### src/rtl/core/lsac_pkg.sv
// Shared types and constants for the LRU set-associative cache core.
// Holds the request/result payloads, the stored line format and the register indexes.
// No dependencies.
package lsac_pkg;

	// fixed field widths
	localparam int ADDR_W  = 32;
	localparam int STAMP_W = 32;
	localparam int CNT_W   = 32;

	// default geometry of the built store
	localparam int DEF_MAX_SET_BITS = 6;
	localparam int DEF_MAX_WAYS     = 8;

	// configuration port
	localparam int CFG_IDX_W      = 2;
	localparam int CFG_DATA_W     = 5;
	localparam int SET_BITS_W     = 3;
	localparam int WAYS_W         = 4;
	localparam int BLOCK_BITS_W   = 5;

	localparam logic [SET_BITS_W-1:0]   RST_SET_BITS   = 3'd4;
	localparam logic [WAYS_W-1:0]       RST_WAYS       = 4'd1;
	localparam logic [BLOCK_BITS_W-1:0] RST_BLOCK_BITS = 5'd4;

	typedef enum logic [CFG_IDX_W-1:0] {
		CFG_SET_BITS    = 2'd0,
		CFG_WAYS_IN_USE = 2'd1,
		CFG_BLOCK_BITS  = 2'd2
	} lsac_cfg_idx_t;

	typedef enum logic [1:0] {
		MODE_LOAD   = 2'd0,
		MODE_STORE  = 2'd1,
		MODE_MODIFY = 2'd2
	} lsac_mode_t;

	// one access request
	typedef struct packed {
		logic [ADDR_W-1:0] address;
		logic [1:0]        mode;
	} lsac_req_t;

	// one access result
	typedef struct packed {
		logic             hit;
		logic             miss;
		logic             evict;
		logic             extra_hit;
		logic [CNT_W-1:0] total_hits;
		logic [CNT_W-1:0] total_misses;
		logic [CNT_W-1:0] total_evictions;
	} lsac_res_t;

	// one stored cache line
	typedef struct packed {
		logic               valid;
		logic [ADDR_W-1:0]  tag;
		logic [STAMP_W-1:0] stamp;
	} lsac_line_t;

	// lookup outcome handed back to the control
	typedef struct packed {
		logic hit;
		logic evict;
	} lsac_look_t;

endpackage

### src/rtl/core/lsac_lookup.sv
// Tag compare and replacement choice over one set row; builds the row to write back.
// Depends on lsac_pkg for the line format and status struct.
module lsac_lookup import lsac_pkg::*; #(
	parameter  int MAX_WAYS  = DEF_MAX_WAYS,
	localparam int WAY_IDX_W = (MAX_WAYS > 1) ? $clog2(MAX_WAYS) : 1,
	localparam int WAY_CNT_W = $clog2(MAX_WAYS + 1)
) (
	input  lsac_line_t [MAX_WAYS-1:0] row_in,
	input  logic [ADDR_W-1:0]         tag,
	input  logic [WAY_CNT_W-1:0]      ways_eff,
	input  logic [STAMP_W-1:0]        stamp_now,
	output lsac_line_t [MAX_WAYS-1:0] row_out,
	output lsac_look_t                status
);

	localparam int LEAVES = 1 << WAY_IDX_W;
	localparam int NODES  = 2 * LEAVES - 1;

	logic [MAX_WAYS-1:0]  enabled;
	logic [MAX_WAYS-1:0]  match;
	logic [MAX_WAYS-1:0]  empty;
	logic [WAY_IDX_W-1:0] hit_idx;
	logic [WAY_IDX_W-1:0] empty_idx;
	logic [WAY_IDX_W-1:0] victim;
	logic [STAMP_W:0]     key [NODES];
	logic [WAY_IDX_W-1:0] idx [NODES];

	// per-way flags
	always_comb begin
		for (int k = 0; k < MAX_WAYS; k++) begin
			enabled[k] = (WAY_CNT_W'(k) < ways_eff);
			match[k]   = enabled[k] & row_in[k].valid & (row_in[k].tag == tag);
			empty[k]   = enabled[k] & ~row_in[k].valid;
		end
	end

	// lowest matching way and lowest empty way
	always_comb begin
		hit_idx   = '0;
		empty_idx = '0;
		for (int k = MAX_WAYS - 1; k >= 0; k--) begin
			if (match[k]) begin
				hit_idx = WAY_IDX_W'(k);
			end
			if (empty[k]) begin
				empty_idx = WAY_IDX_W'(k);
			end
		end
	end

	// oldest stamp by a compare tree; disabled ways carry a high key bit,
	// left child wins on ties so the lowest way is taken
	always_comb begin
		for (int k = 0; k < LEAVES; k++) begin
			key[LEAVES-1+k] = '1;
			idx[LEAVES-1+k] = WAY_IDX_W'(k);
		end
		for (int k = 0; k < MAX_WAYS; k++) begin
			key[LEAVES-1+k] = {~enabled[k], row_in[k].stamp};
		end
		for (int n = LEAVES - 2; n >= 0; n--) begin
			if (key[2*n+2] < key[2*n+1]) begin
				key[n] = key[2*n+2];
				idx[n] = idx[2*n+2];
			end else begin
				key[n] = key[2*n+1];
				idx[n] = idx[2*n+1];
			end
		end
	end

	// updated row
	always_comb begin
		victim  = (|empty) ? empty_idx : idx[0];
		row_out = row_in;
		if (|match) begin
			row_out[hit_idx].stamp = stamp_now;
		end else begin
			row_out[victim].valid = 1'b1;
			row_out[victim].tag   = tag;
			row_out[victim].stamp = stamp_now;
		end
		status.hit   = |match;
		status.evict = ~(|match) & ~(|empty);
	end

endmodule

### config.mk
export PLATFORM = sky130hd
export DESIGN_NAME = lsac_lookup
export DESIGN_NICKNAME = d
export VERILOG_FILES = /design/src/rtl/core/lsac_pkg.sv /design/src/rtl/core/lsac_lookup.sv
export SDC_FILE = /design/constraint.sdc
export NUM_CORES = 2
export LEC_CHECK = 0
export ABC_AREA = 1
export BUFFER_PORTS_ARGS = -buffer_cell sky130_fd_sc_hd__buf_2
export CAP_MARGIN = 20
export CORE_AREA = 2 2 427 429
export DETAILED_ROUTE_END_ITERATION = 8
export DIE_AREA = 0 0 429 431
export PLACE_DENSITY = 0.37
export SLEW_MARGIN = 0
export SYNTH_ARGS = -nofsm -noshare
export SYNTH_HDL_FRONTEND = slang
export SYNTH_SLANG_ARGS = --single-unit
### constraint.sdc
create_clock -name vclk -period 10.3
set_input_delay 0.515 -clock vclk [all_inputs]
set_output_delay 0.515 -clock vclk [all_outputs]
set_load 0.01 [all_outputs]
==> impl.org <==
** Min path
- Type of the most critical hold path :: in -> out
- Worst hold path stage count :: 4
- Capture endpoint of the worst hold path :: row_out[114]
- Worst hold start :: row_in[114]

** GRT
- Maximum number of pins on one net before global-route repair :: 131
- Global routing usage summed across all routing layers :: 28.31%
- The initial antenna violation count is 154.
- First-pass GRT wire length :: 360.4 mm
- Vias in the first global route :: 38.39k
- After global routing the overflow that remains totals 0.

** Floorplanning
- Die Span X :: 429 um
- Height of the die :: 431 um
- For this design the top-level I/O count stands at 1,110.
- Initial standard-cell utilization of the core :: 14.19%
- Die area :: 0.1849 mm2
- Core Area :: 0.1802 mm2
- The floorplan has 156 rows.

** Final layout
- Across the whole layout, storage elements account for 0 um2.
- There are 0 flip-flops and latches.
- The post-route netlist has 23.58% of its cells at a drive strength greater than 1.
- The final layout contains 6,815 nets.
- The area growth from synthesis to layout is 33.81%.
- Cells fill 18.99% of the core in the end.
- CLK BUF :: 0
- After filler insertion, the fill cell instance count of the layout stands at 21.50k.

** Synth
- Post-synth net total :: 5,950
- Synthesis handed over a netlist of 5,139 instances.
- Number of warnings issued by yosys :: 0
- Mean instance size in the synthesized netlist :: 4.974 um2
- Counting distinct cell types in the post-synthesis netlist gives 56.
- Sequential cells were found to cover 0% of the synthesized design area.
- Summing every instance area after synthesis gives 0.02556 mm2.

** Setup path
- Critical path arrival :: 9020 ps
- Top cell by count, worst path :: nand2_1
- STA classifies the critical path startpoint as an input port.
- Crit-path slowest cell :: o21ai_0
- Required time at the endpoint of the critical path :: 9790 ps
- Sort of element at the end of the critical path :: primary output
- CP max stage delay :: 530 ps
- Crit-path max FO :: 54
- WS Path Type :: in -> out

** STA
- Headroom to the max-slew limit came out at 27.75%.
- Across all setup checks in the final design, the least slack found is 768.2 ps.
- Setup violations remaining at the end of the flow were counted as 0.
- Total Negative Setup Slacks :: 0 ps
- Tightest Pin Transition :: 1083 ps
- Of the available clock period, the critical path in the final layout requires 92.54%.
- The hold violation total from the final report came to 0.
- Setup repair after global routing left no endpoint under its margin.
- Maximum operating frequency :: 0.1049 GHz
- Final max-slew violation count :: 0
- The worst path in the final design needs a cycle of 9532 ps, including I/O delays and setup.

** Pwr
- Per report_power, the clock group accounts for 0% of the total.
- Peak supply drop :: 0.03718 mV
- Combinational logic burns 100.0% of the power.
- Power spent charging and discharging nets :: 1791 uW
- Pwr/cell area :: 74.30 mW/mm2
- The analysis attributes to cell leakage a power of 0.01834 uW.
- Net switching share of the total power :: 70.45%
- The share of total power dissipated in sequential elements is 0%.
- P_int :: 750.8 uW

** Place
- Worst Setup Slack post-DPL :: -163.6 ps
- DP HPWL :: 233.7 mm
- At the end of routability-driven placement, the weighted congestion stood at 1.056.
- Port Buffer Count :: 1,110

** Clock tree
- After clock tree synthesis, the repair step resized 3 gates.
- Post-CTS Setup Bufs :: 0
- Post-CTS Hold Buffers :: 0

** Status
- The run finished with clean final reports.

** Route
- First-pass iteration count of the detailed router :: 7
- The first routing iteration left 6,080 violations.
- Number of nets with antenna violations after routing :: 0
- Vias :: 43.80k
- After detailed routing, the number of remaining DRC violations is 0.
- Post-DR wirelength/cell :: 33.01 um
- After detailed routing, the number of vias per cell comes to 5.185.
- Wire length after detailed routing :: 278.8 mm

** Run
- Max-capacitance violation count :: 0
==> layout make-up <==
type                            count  area (um2)  share of cell area (%)
Antenna cell                       74       185.2                  0.5414
Inverter                          512        1946                   5.688
Multi-Input combinational cell   4225       22050                   64.48
Tap cell                         2370        2965                   8.670
Timing Repair Buffer             1265        7054                   20.62
==> worst max-delay path: cells and delay by family <==
kind	cells	cell delay (ps)
adders and majority gates	3	960
and+or+nand+nor	16	2030
AOI/OAI and AO/OA	14	3280
buffers and inverters	10	2090
==> power groups by stage <==
stage | Combinational [uW] | Clock, uW | Sequential, uW
3_5_place_dp | 2470 | 0 | 0
2_1_floorplan | 1210 | 0 | 0
5_1_grt | 2710 | 0.000597 | 0
6_report | 2540 | 0.000916 | 0
3_3_place_gp | 2470 | 0 | 0
4_1_cts | 2480 | 0 | 0
==> cell families after synthesis <==
kind of cell	synth area share [%]
AO/OA/AOI/OAI	20.68
AND/OR/NAND/NOR	51.53
XOR/XNOR	2.673
adder cells (fa/ha/maj)	10.92
buffers and inverters	14.20
==> cell usage after synthesis (all sizes together) (2+ instances only) <==
| cell type | n | share of area (%) |
|---|---|---|
| xnor2 | 24 | 0.82 |
| o211ai | 98 | 2.9 |
| a21boi | 4 | 0.12 |
| and3 | 3 | 0.073 |
| ha | 223 | 11 |
| a211oi | 4 | 0.12 |
| o2111ai | 21 | 0.72 |
| nor2 | 165 | 2.5 |
| nor3b | 5 | 0.15 |
| nor3 | 42 | 0.82 |
| o21ai | 621 | 12 |
| clkinv | 2 | 0.029 |
| or3 | 4 | 0.098 |
| a21o | 9 | 0.26 |
| a2111oi | 6 | 0.21 |
| nand3b | 5 | 0.15 |
| o22ai | 14 | 0.34 |
| inv | 510 | 7.5 |
| nand2 | 1736 | 26 |
| clkbuf | 264 | 3.9 |
| a21oi | 165 | 3.3 |
| xor2 | 54 | 1.9 |
| and2 | 2 | 0.049 |
| nor4b | 13 | 0.45 |
| a221oi | 2 | 0.069 |
| a31oi | 5 | 0.12 |
| buf | 138 | 2.8 |
| nand4 | 276 | 6.8 |
| o21bai | 3 | 0.088 |
| nor4 | 51 | 1.2 |
| or2 | 103 | 2.5 |
| o21a | 4 | 0.12 |
| nand3 | 555 | 11 |
==> worst max path at each step <==
stage                      from      endpoint  slack, ps
floorplan           ways_eff[3]  row_out[490]       2900
global placement    ways_eff[1]  row_out[517]       -190
detailed placement  ways_eff[2]  row_out[517]       -160
CTS                 ways_eff[2]  row_out[517]         90
global route        ways_eff[0]   row_out[57]         10
finish              ways_eff[0]   row_out[57]        770
==> per-stage QoR <==
stage                     instance area (um2)  cells  total power (uW)  hold slack (ps)
after floorplan                         25560   5139              1207             1137
after global placement                  33940   8371              2472             1359
after detailed placement                33940   8371              2469             1359
after CTS                               33940   8371              2481             1359
after global routing                    34140   8419              2711             1393
final                                   34200   8446              2541             1358
==> placed cells by master, fill, tap and decap left out, types with 9 or more instances in the layout <==
cell type	count
nand4_1	276
nor4_1	50
nand3_1	546
xor2_1	54
diode_2	74
a21oi_1	163
ha_1	223
inv_1	501
nor4b_1	13
o22ai_1	14
nand2_2	11
o21ai_0	420
nor3_1	42
nor2_1	156
buf_12	24
o211ai_1	98
or2_2	101
buf_2	1110
buf_4	126
o21ai_1	199
o2111ai_1	21
nand2_1	1720
xnor2_1	24
a21o_1	9
==> per-layer routing <==
metal	GRT usage, %	vias to the layer above	share of wire, %
li1	-	19090	-
met1	40.23	21290	45
met2	39.69	2840	40
met3	6.167	525	9.1
met4	13.96	50	5.7
met5	0	-	0.12
No activity file was read; power rests on OpenSTA's default activity.
